<file path="config.mk">
export PLATFORM = sky130hd
export DESIGN_NAME = crc8_framed_packet_decoder_unit
export DESIGN_NICKNAME = d
export VERILOG_FILES = /design/src/crc8fd_pkg.sv /design/src/crc8fd_framer.sv /design/src/crc8_framed_packet_decoder_unit.sv
export VERILOG_INCLUDE_DIRS = /design/src /design/src/src
export SDC_FILE = /design/constraint.sdc
export NUM_CORES = 1
export LEC_CHECK = 0
export ABC_AREA = 1
export BUFFER_PORTS_ARGS = -buffer_cell sky130_fd_sc_hd__buf_2
export CAP_MARGIN = 20
export CORE_ASPECT_RATIO = 0.6
export CORE_MARGIN = 2
export CORE_UTILIZATION = 45
export CTS_BUF_LIST = sky130_fd_sc_hd__clkbuf_8
export DETAILED_ROUTE_END_ITERATION = 12
export GPL_TIMING_DRIVEN = 0
export MAX_ROUTING_LAYER = met4
export PLACE_DENSITY_LB_ADDON = 0.05
export SLEW_MARGIN = 40
export SYNTH_ARGS = -nofsm -noshare
export SYNTH_HDL_FRONTEND = slang
export SYNTH_SLANG_ARGS = --single-unit
</file>
<file path="constraint.sdc">
create_clock -name clk -period 4.8 [get_ports clk]
set_clock_uncertainty 0.2 [all_clocks]
set_input_delay 0.24 -clock clk [delete_from_list [all_inputs] [get_ports clk]]
set_output_delay 0.24 -clock clk [all_outputs]
set_load 0.02 [all_outputs]
</file>
<file path="src/crc8_framed_packet_decoder_unit_defines.svh">
// Assertion macros shared by the frame decoder RTL.
// Each macro wraps one clocked, reset-qualified concurrent assertion on clk and rst_n.
`ifndef CRC8_FRAMED_PACKET_DECODER_UNIT_DEFINES_SVH
`define CRC8_FRAMED_PACKET_DECODER_UNIT_DEFINES_SVH

// The property must hold at every clock edge outside reset.
`define CRC8FD_ASSERT(label, prop, msg) \
    label: assert property (@(posedge clk) disable iff (!rst_n) (prop)) else $error(msg);

// When the antecedent holds, the consequent must hold at the following clock edge.
`define CRC8FD_ASSERT_NEXT(label, ante, cons, msg) \
    label: assert property (@(posedge clk) disable iff (!rst_n) (ante) |=> (cons)) \
        else $error(msg);

`endif

</file>
<file path="src/crc8fd_pkg.sv">
// Shared types, constants and the CRC-8 byte update for the frame decoder.
// Has no dependencies; used by the frame tracker and the top level.
`timescale 1ns / 1ps

package crc8fd_pkg;

    localparam int PAYLOAD_LEN = 6;
    localparam int STORE_DEPTH = 6;
    localparam int COUNT_W     = $clog2(PAYLOAD_LEN + 1);
    localparam int STORE_IDX_W = $clog2(STORE_DEPTH);

    localparam logic [7:0] CRC_POLY = 8'h07;

    localparam int CFG_IDX_W  = 1;
    localparam int CFG_DATA_W = 8;

    localparam logic [CFG_IDX_W-1:0] REG_HEADER_FIRST  = 1'd0;
    localparam logic [CFG_IDX_W-1:0] REG_HEADER_SECOND = 1'd1;

    typedef struct packed {
        logic [7:0]  sequence_number;
        logic [7:0]  mode_byte;
        logic [15:0] channel_one_width;
        logic [15:0] channel_two_width;
    } result_t;

    typedef struct packed {
        logic at_crc_byte;
        logic crc_match;
    } frame_status_t;

    // Bytewise CRC-8, MSB first, no reflection and no final xor.
    function automatic logic [7:0] crc8_feed(input logic [7:0] crc, input logic [7:0] data);
        logic [7:0] c;
        c = crc ^ data;
        for (int k = 0; k < 8; k++) begin
            if (c[7])
                c = {c[6:0], 1'b0} ^ CRC_POLY;
            else
                c = {c[6:0], 1'b0};
        end
        return c;
    endfunction

endpackage

</file>
<file path="src/crc8fd_framer.sv">
// Frame tracker: header hunt, length check, payload capture and running CRC-8.
// Depends on crc8fd_pkg for sizes, the result type and the CRC update.
`timescale 1ns / 1ps

module crc8fd_framer
    import crc8fd_pkg::*;
(
    input  logic          clk,
    input  logic          rst_n,
    input  logic          byte_take,
    input  logic [7:0]    rx_byte,
    input  logic [7:0]    header_first,
    input  logic [7:0]    header_second,
    output frame_status_t status,
    output result_t       frame_result
);

    typedef enum logic [1:0] {
        PH_HEAD0,
        PH_HEAD1,
        PH_LEN,
        PH_BODY
    } phase_t;

    phase_t             phase_reg, phase_next;
    logic [COUNT_W-1:0] count_reg, count_next;
    logic [7:0]         crc_reg, crc_next;
    logic [7:0]         store_reg [STORE_DEPTH];
    logic               store_we;
    logic               body_data;

    assign body_data = (phase_reg == PH_BODY) && (count_reg < COUNT_W'(PAYLOAD_LEN));
    assign store_we  = byte_take && body_data && (count_reg < COUNT_W'(STORE_DEPTH));

    always_comb
    begin
        phase_next = phase_reg;
        count_next = count_reg;
        crc_next   = crc_reg;
        case (phase_reg)
            PH_HEAD0:
            begin
                if (rx_byte == header_first)
                    phase_next = PH_HEAD1;
            end
            PH_HEAD1:
            begin
                if (rx_byte == header_second)
                    phase_next = PH_LEN;
                else if (rx_byte != header_first)
                    phase_next = PH_HEAD0;
            end
            PH_LEN:
            begin
                if (rx_byte == 8'(PAYLOAD_LEN))
                begin
                    crc_next   = crc8_feed(8'h00, rx_byte);
                    count_next = '0;
                    phase_next = PH_BODY;
                end
                else
                begin
                    phase_next = PH_HEAD0;
                end
            end
            PH_BODY:
            begin
                if (body_data)
                begin
                    crc_next   = crc8_feed(crc_reg, rx_byte);
                    count_next = count_reg + COUNT_W'(1);
                end
                else
                begin
                    phase_next = PH_HEAD0;
                    count_next = '0;
                end
            end
            default:
            begin
                phase_next = PH_HEAD0;
            end
        endcase
    end

    always_ff @(posedge clk or negedge rst_n)
    begin
        if (!rst_n)
        begin
            phase_reg <= PH_HEAD0;
            count_reg <= '0;
            crc_reg   <= '0;
        end
        else if (byte_take)
        begin
            phase_reg <= phase_next;
            count_reg <= count_next;
            crc_reg   <= crc_next;
        end
    end

    always_ff @(posedge clk)
    begin
        if (store_we)
            store_reg[count_reg[STORE_IDX_W-1:0]] <= rx_byte;
    end

    assign status.at_crc_byte = (phase_reg == PH_BODY) && !body_data;
    assign status.crc_match   = (rx_byte == crc_reg);

    assign frame_result.sequence_number   = store_reg[0];
    assign frame_result.mode_byte         = store_reg[1];
    assign frame_result.channel_one_width = {store_reg[2], store_reg[3]};
    assign frame_result.channel_two_width = {store_reg[4], store_reg[5]};

endmodule

</file>
<file path="src/crc8_framed_packet_decoder_unit.sv">
// This block takes one received byte per item, at up to one item per clock, and hunts for
// frames of two header bytes, a length byte equal to the fixed payload length, the payload
// and a CRC-8 (polynomial 0x07, initial value 0) over the length byte and payload. Each
// byte is handled by the frame tracker as it is taken, and a good frame's result appears
// in the output register in the cycle after its CRC byte is accepted; a frame with a bad CRC
// or wrong length produces nothing. The input stalls only when a CRC byte arrives while
// the previous result is still held by a stalled output.
// Depends on crc8fd_pkg, crc8fd_framer and the assertion macro header.
`timescale 1ns / 1ps
`include "crc8_framed_packet_decoder_unit_defines.svh"

module crc8_framed_packet_decoder_unit
    import crc8fd_pkg::*;
(
    input  logic                  clk,
    input  logic                  rst_n,
    input  logic                  cfg_we,
    input  logic [CFG_IDX_W-1:0]  cfg_index,
    input  logic [CFG_DATA_W-1:0] cfg_data,
    input  logic                  in_valid,
    output logic                  in_stall,
    input  logic [7:0]            rx_byte,
    output logic                  out_valid,
    input  logic                  out_stall,
    output logic [7:0]            sequence_number,
    output logic [7:0]            mode_byte,
    output logic [15:0]           channel_one_width,
    output logic [15:0]           channel_two_width
);

    logic [7:0]    header_first_reg;
    logic [7:0]    header_second_reg;
    logic          out_valid_reg, out_valid_next;
    result_t       result_reg;
    frame_status_t status;
    result_t       frame_result;
    logic          in_take;
    logic          result_load;

    assign in_stall    = out_valid_reg && out_stall && status.at_crc_byte;
    assign in_take     = in_valid && !in_stall;
    assign result_load = in_take && status.at_crc_byte && status.crc_match;

    crc8fd_framer u_framer (
        .clk           (clk),
        .rst_n         (rst_n),
        .byte_take     (in_take),
        .rx_byte       (rx_byte),
        .header_first  (header_first_reg),
        .header_second (header_second_reg),
        .status        (status),
        .frame_result  (frame_result)
    );

    always_ff @(posedge clk or negedge rst_n)
    begin
        if (!rst_n)
        begin
            header_first_reg  <= 8'd170;
            header_second_reg <= 8'd85;
        end
        else if (cfg_we)
        begin
            case (cfg_index)
                REG_HEADER_FIRST:  header_first_reg  <= cfg_data;
                REG_HEADER_SECOND: header_second_reg <= cfg_data;
                default:           ;
            endcase
        end
    end

    always_comb
    begin
        out_valid_next = out_valid_reg;
        if (result_load)
            out_valid_next = 1'b1;
        else if (out_valid_reg && !out_stall)
            out_valid_next = 1'b0;
    end

    always_ff @(posedge clk or negedge rst_n)
    begin
        if (!rst_n)
            out_valid_reg <= 1'b0;
        else
            out_valid_reg <= out_valid_next;
    end

    always_ff @(posedge clk)
    begin
        if (result_load)
            result_reg <= frame_result;
    end

    assign out_valid         = out_valid_reg;
    assign sequence_number   = result_reg.sequence_number;
    assign mode_byte         = result_reg.mode_byte;
    assign channel_one_width = result_reg.channel_one_width;
    assign channel_two_width = result_reg.channel_two_width;

    `CRC8FD_ASSERT_NEXT(a_good_frame_loads, result_load, out_valid, "good frame did not load a result")
    `CRC8FD_ASSERT(a_no_overwrite, !(out_valid && out_stall && result_load), "held result overwritten")
    `CRC8FD_ASSERT_NEXT(a_rise_from_load, !out_valid && !result_load, !out_valid, "result without a frame")

endmodule
</file>
==> qor.log, run 1 <==
[grt] wire length of the first global-routing pass 16600 um
[synthesis] cell type with the highest aggregate area in the netlist sky130_fd_sc_hd__edfxtp_1
[setup_path] Worst Path Max Fanout 12
[placed_design] Final GP Congestion 0.834
[floorplan] Placement Rows 30
[power] Design Power 2.45 mW
[finish] Post-layout nets 562
[outcome] run status finished clean
[setup_path] required arrival time at the worst endpoint 4.73 ns
[drt] WL per Instance 15.3 um
[sta] Tmin final 2.84 ns
[job] max_cap viols 0
[synthesis] Yosys Warn Count 0
[sta] total negative setup slack 0 ns
[floorplan] die area 12600 sq um
[setup_path] type of element capturing the critical path flip-flop
[clock_tree] cts repair resizes 0
[sta] final number of hold-violating endpoints 0
[synthesis] unique cell type count in the Yosys netlist 33
[placed_design] Detailed Place HPWL 7580 um
[clock_tree] CTS tree done
[finish] number of standard cells in the final layout excluding fillers 706
[clock_tree] source-to-sink clock delay at the later pin of the worst-skew pair 0.42 ns
[power] peak supply drop 0.000200 V
[grt] vias in the first global route 3227
[grt] overall fraction of global-route tracks in use 18.8%
[sta] count of final max-slew check failures 0
[sta] max_slew headroom 50.1%
[grt] overall overflow remaining after global route 0
[min_path] endpoint of the worst hold path u_framer.store_reg[5][7]
[floorplan] core area 11300 sq um
[floorplan] die extent in y 87.7 um
[setup_path] R2R setup slack 2.34 ns
[finish] area delta synth->final 23.7%
[drt] vias per cell 4.68
[clock_tree] hold-fix buffers at CTS 15
[sta] part of the cycle the worst path needs 59.1%
[sta] Hold WS 0.0194 ns
[synthesis] top-area cell type share of the netlist area 54.8%
[clock_tree] number of buffers between clock root and the deepest sink 2
[clock_tree] root buffer cell sky130_fd_sc_hd__clkbuf_8
[floorplan] effective utilization at floorplan 46.4%
[synthesis] portion of the post-synthesis area used by sequential elements 69.3%
[power] leak pwr 2.68 nW
[sta] Worst Max-Slew Pin Slew 0.749 ns
[synthesis] number of nets in the synthesized netlist 450
[clock_tree] H-tree Lvls 4
[finish] number of diodes 0
[setup_path] Worst setup SP type input pin
[setup_path] type of the setup path with the least slack in2reg
[synthesis] average size of a mapped cell 12.5 sq um
[setup_path] worst reg2reg path endpoint sequence_number[2]
[finish] post-layout utilization of the core 57.4%
[synthesis] cell area after technology mapping 5260 sq um
[synthesis] post-synthesis instance total 421
[finish] # fillers 965
[min_path] class of the tightest hold or removal check in2reg
[synthesis] number of enable flip-flop cells after synthesis 96
[clock_tree] number of clock sinks 126
[placed_design] total of buffers placed on input and output ports 71
[floorplan] x dimension of the die 144 um
[setup_path] signal arrival time at the worst endpoint 2.76 ns
[synthesis] most frequently used flop master after synthesis sky130_fd_sc_hd__edfxtp_1
[clock_tree] Num CTS Buffers 17
[setup_path] number of cell instances on the worst register-to-register path 6
[min_path] launch point of the worst hold path rx_byte[7]
[finish] flip-flop count of the largest register, all copies and words added 48
[placed_design] Inst Count DP 659
[floorplan] num ports 72
[sta] top achievable clock speed 353 MHz
[clock_tree] clock-pin slew of the registers on the worst-case setup and hold paths 0.08 ns
[drt] router iterations before antenna repair 4
[min_path] Worst Hold Depth 1
[synthesis] commonest cells in the netlist sky130_fd_sc_hd__nand2_1, sky130_fd_sc_hd__edfxtp_1, sky130_fd_sc_hd__inv_1
[drt] initial detailed-routing violation count 185
[grt] maximum number of pins on one net before global-route repair 31
[finish] proportion of layout cells with a drive suffix above 1 30.4%
[synthesis] most numerous cell in the Yosys netlist sky130_fd_sc_hd__nand2_1
[drt] number of remaining DRC errors 0
[sta] final setup violation count 0
[synthesis] Synth async-reset ratio 23.8%
[setup_path] reg-to-reg startpoint u_framer.crc_reg[2]
[drt] via count 3302
[power] power density over cell area 377 nW/um^2
[clock_tree] number of setup buffers added after CTS 0
[synthesis] number of flip-flops and latches in the synthesized netlist 126
[synthesis] dominant cells by area after synthesis sky130_fd_sc_hd__edfxtp_1, sky130_fd_sc_hd__dfrtp_1, sky130_fd_sc_hd__nand2_1
[grt] initial antenna violation count 0
[drt] remaining antenna violation count 0
[sta] RSZ-0062 raised after global routing no
[drt] DRT Wirelength 10800 um
final cells by class:
class | count | area [sq um] | area share, %
Timing Repair Buffer | 93 | 569 | 8.75
Inverter | 39 | 146 | 2.25
Tap cell | 160 | 200 | 3.08
Buffer | 11 | 78.8 | 1.21
Sequential cell | 126 | 3640 | 56.0
Clock inverter | 15 | 211 | 3.25
Clock buffer | 17 | 234 | 3.60
Multi-Input combinational cell | 245 | 1420 | 21.9
per-stage QoR:
stage          setup WS [ns]  instance area, sq um
3_5_place_dp            2.08                  5910
4_1_cts                 1.96                  6500
6_report                1.96                  6510
2_1_floorplan           1.26                  5260
3_3_place_gp           0.108                  5820
5_1_grt                 1.87                  6510
layer usage:
metal / wire length [um] / vias to the layer above / global-route usage [%]
li1: - / 1646 / -
met1: 5360 / 1557 / 26.4
met2: 4720 / 97 / 27.0
met3: 736 / 2 / 5.03
met4: 23 / 0 / 5.88
met5: 0 / - / -
worst max-delay path by stage:
stage                     startpoint                   end  slack, ns  cells after the start
after global placement    rx_byte[2]          mode_byte[0]       0.11                      6
after floorplan           rx_byte[2]  channel_one_width[0]       1.26                      5
after global routing      rx_byte[2]    sequence_number[2]       1.87                      9
final                     rx_byte[2]    sequence_number[2]       1.96                      9
after CTS                 rx_byte[2]    sequence_number[2]       1.96                      9
after detailed placement  rx_byte[2]  channel_one_width[9]       2.08                      8
power by group:
group	leakage [nW]	internal [mW]	switching (mW)	total (mW)
logic	1.23	0.0854	0.121	0.207
registers	1.22	1.20	0.0241	1.22
clock network	0.226	0.578	0.446	1.02
total	2.68	1.86	0.591	2.45
critical path, stage by stage:
cell and delay [ns]:
sky130_fd_sc_hd__dlygate4sd3_1 0.54, sky130_fd_sc_hd__buf_2 0.18, sky130_fd_sc_hd__buf_2 0.22, sky130_fd_sc_hd__xnor2_1 0.37
sky130_fd_sc_hd__ha_1 0.24, sky130_fd_sc_hd__nand4_1 0.16, sky130_fd_sc_hd__nor3_4 0.38, sky130_fd_sc_hd__buf_4 0.24
sky130_fd_sc_hd__buf_6 0.18
layout by cell type (no fill, tap or decap), types with 7 or more instances in the layout:
cell                              n
sky130_fd_sc_hd__clkbuf_8        17
sky130_fd_sc_hd__edfxtp_1        96
sky130_fd_sc_hd__o21ai_0         23
sky130_fd_sc_hd__dfrtp_1         22
sky130_fd_sc_hd__dfstp_2          8
sky130_fd_sc_hd__xnor2_1         23
sky130_fd_sc_hd__buf_2           74
sky130_fd_sc_hd__nand2_2          9
sky130_fd_sc_hd__nand3_1         22
sky130_fd_sc_hd__dlygate4sd3_1   15
sky130_fd_sc_hd__ha_1             7
sky130_fd_sc_hd__nor2_1          14
sky130_fd_sc_hd__nand2_1        107
sky130_fd_sc_hd__inv_1           36
cell families (layout without fill, tap and decap cells):
family	after synthesis	in the layout	share of synthesized area (%)
and+or+nand+nor	170	170	14.4
DFF	126	126	69.3
buffers and inverters	50	175	4.28
AOI/OAI and AO/OA	39	39	5.26
xor gates and xnor gates	29	29	5.12
adders and majority gates	7	7	1.67
Power figures use the tool's default switching activity.
==> run 2, diff against run 1 <==
Clock period 4.8 ns to 2.4 ns, I/O delays scaled along.
==> run 2 against run 1 <==
Sequential share of layout area down 1.2 points; critical path depth up 1; die area unchanged; core utilization up 1.2 points; sequential power up 100%; hold slack better by 0.069 ns; final cell count up 1.7%; clock power up 100%; global-route usage up 0.61 points; first-iteration DRC count down 10%; design area up 2.2%; largest cell class unchanged; largest power group unchanged; highest routed layer unchanged.
==> qor.log, run 2 (synthesis gave the netlist of run 1 again) <==
[outcome] run status finished clean
[drt] WL per Instance 15.4 um [about the same]
[floorplan] effective utilization at floorplan 46.4% [unchanged]
[floorplan] core area 11300 sq um [unchanged]
[sta] RSZ-0062 raised after global routing no
[sta] part of the cycle the worst path needs 94.5%
[finish] area delta synth->final 26.4%
[setup_path] Worst setup SP type input pin
[clock_tree] number of buffers between clock root and the deepest sink 2 [unchanged]
[clock_tree] source-to-sink clock delay at the later pin of the worst-skew pair 0.42 ns [about the same]
[setup_path] type of element capturing the critical path flip-flop
[placed_design] Setup Slack @ Placement -0.0181 ns [-2.10 ns]
[setup_path] cell family with most CP delay buffers and inverters
[clock_tree] H-tree Lvls 4 [unchanged]
[sta] total negative setup slack 0 ns [unchanged]
[sta] final setup violation count 0 [unchanged]
[grt] initial antenna violation count 0 [unchanged]
[clock_tree] Num CTS Buffers 17 [unchanged]
[placed_design] Inst Count DP 658 [-0.15%]
[setup_path] signal arrival time at the worst endpoint 2.19 ns [-0.57 ns]
[grt] wire length of the first global-routing pass 17100 um [+3.4%]
[grt] overall fraction of global-route tracks in use 19.4% [+0.61 points]
[sta] Worst Max-Slew Pin Slew 0.875 ns [+0.127 ns]
[finish] number of diodes 0 [unchanged]
[power] leak pwr 2.73 nW [+2.1%]
[setup_path] crit-path max cell delay 0.53 ns [about the same]
[sta] Tmin final 2.27 ns
[clock_tree] cts repair resizes 0 [unchanged]
[drt] total met2 wirelength after detailed routing 4770 um [+1.1%]
[floorplan] x dimension of the die 144 um [unchanged]
[finish] number of standard cells in the final layout excluding fillers 718 [+1.7%]
[setup_path] required arrival time at the worst endpoint 2.32 ns [-2.41 ns]
[sta] count of final max-slew check failures 0 [unchanged]
[finish] commonest non-fill, non-tap cells in the layout sky130_fd_sc_hd__nand2_1, sky130_fd_sc_hd__edfxtp_1, sky130_fd_sc_hd__buf_2
[setup_path] type of the setup path with the least slack in2reg
[clock_tree] number of clock sinks 126 [unchanged]
[finish] most common library cell in the layout ignoring fill and taps sky130_fd_sc_hd__nand2_1
[finish] proportion of layout cells with a drive suffix above 1 30.1% [-0.30 points]
[placed_design] Area after DPL 5920 sq um [+0.13%]
[setup_path] Worst Path Max Fanout 15 [+3]
[setup_path] slowest stage cell, crit path sky130_fd_sc_hd__dlygate4sd3_1
[drt] routed metal-1 wire length 5710 um [+6.6%]
[clock_tree] clock-pin slew of the registers on the worst-case setup and hold paths 0.08 ns [about the same]
[drt] number of remaining DRC errors 0 [unchanged]
[power] peak supply drop 0.000328 V [+65%]
[sta] final number of hold-violating endpoints 0 [unchanged]
[job] max_cap viols 0 [unchanged]
[finish] Post-layout nets 575 [+2.3%]
[sta] max_slew headroom 41.3% [-8.8 points]
[drt] detailed route wirelength on metal3 514 um [-30%]
[sta] top achievable clock speed 441 MHz
[finish] post-route design area 6650 sq um [+2.2%]
[placed_design] Detailed Place HPWL 7590 um [about the same]
[placed_design] total of buffers placed on input and output ports 71 [unchanged]
[clock_tree] root buffer cell sky130_fd_sc_hd__clkbuf_8
[placed_design] Final GP Congestion 0.828 [-0.61%]
[grt] vias in the first global route 3249 [+0.68%]
[drt] remaining antenna violation count 0 [unchanged]
[floorplan] die area 12600 sq um [unchanged]
[drt] router iterations before antenna repair 5 [+1]
[drt] DRT Wirelength 11000 um [+1.8%]
[drt] vias per cell 4.69 [+0.35%]
[drt] via count 3370 [+2.1%]
[drt] initial detailed-routing violation count 166 [-10%]
[grt] maximum number of pins on one net before global-route repair 31 [unchanged]
[setup_path] start point of the critical path rx_byte[7]
[floorplan] die extent in y 87.7 um [unchanged]
[floorplan] Placement Rows 30 [unchanged]
[min_path] class of the tightest hold or removal check in2async
[sta] minimum setup slack in the final design 0.132 ns [-1.83 ns]
[drt] uppermost layer routed met4
[finish] flip-flop count of the largest register, all copies and words added 48 [unchanged]
[grt] overall overflow remaining after global route 0 [unchanged]
[clock_tree] CTS tree done
[finish] # fillers 957 [-0.83%]
[setup_path] combined buffer and inverter count along the critical path 5 [unchanged]
[setup_path] reg-to-reg startpoint u_framer.phase_reg[0]
[setup_path] Critical Path, Cell by Cell dlygate4sd3_1, buf_2, inv_2, nand2_2, nand2_2, ha_1, nand4_1, nor3_4, buf_6, buf_6
[power] power density over cell area 741 nW/um^2 [+97%]
[floorplan] num ports 72 [unchanged]
[run 2: changes by cell type in the layout (fill, tap and decap cells not counted), sizes merged]
| cell | before | now |
|---|---|---|
| clkinvlp | 1 | 2 |
| dlygate4sd3 | 15 | 28 |
| inv | 45 | 44 |
| clkinv | 4 | 3 |
[run 2: report_power, final]
group	internal, mW	leakage [nW]	total [mW]	switching [mW]
Combinational	0.196	1.29	0.448	0.252
Sequential	2.40	1.22	2.44	0.0482
Clock	1.15	0.216	2.04	0.886
[run 2: final timing paths]
check,to,slack [ns],cells after the start
max,channel_one_width[6],0.13,10
min,u_framer.crc_reg[2],0.09,2
max reg2reg,u_framer.store_reg[5][4],0.14,4
min reg2reg,sequence_number[0],0.21,0
max in group asynchronous,u_framer.count_reg[1],1.41,2
min in group clk,u_framer.crc_reg[5],0.10,6
[run 2: layer usage]
layer	GRT usage, %	vias up
met1	27.8	1617
met4	6.33	0
met2	26.7	72
met3	5.80	6
li1	-	1675
met5	-	-
[run 2: metrics by stage]
step | total power [mW] | hold slack, ns | utilization [%]
after floorplan | 2.77 | -0.376 | -
after detailed placement | 2.89 | 0.0286 | 52.2
final | 4.93 | 0.0881 | 58.7
after global placement | 2.87 | 0.0244 | 51.5
after global routing | 5.13 | 0.117 | 58.7
after CTS | 4.98 | 0.0721 | 58.6
[run 2: timing repair]
item	4_1_cts	5_1_grt
hold buffers	28	0
buffers inserted	0	1
setup endpoints to repair	0	25
hold endpoints to repair	98	0
[run 2: final cells by class]
class                           count  area [sq um]  share of cell area [%]
Buffer                             11          78.8                    1.19
Clock buffer                       17           234                    3.52
Clock inverter                     14           208                    3.12
Inverter                           39           146                    2.20
Multi-Input combinational cell    245          1440                    21.6
Sequential cell                   126          3640                    54.8
Tap cell                          160           200                    3.01
Timing Repair Buffer              106           699                    10.5
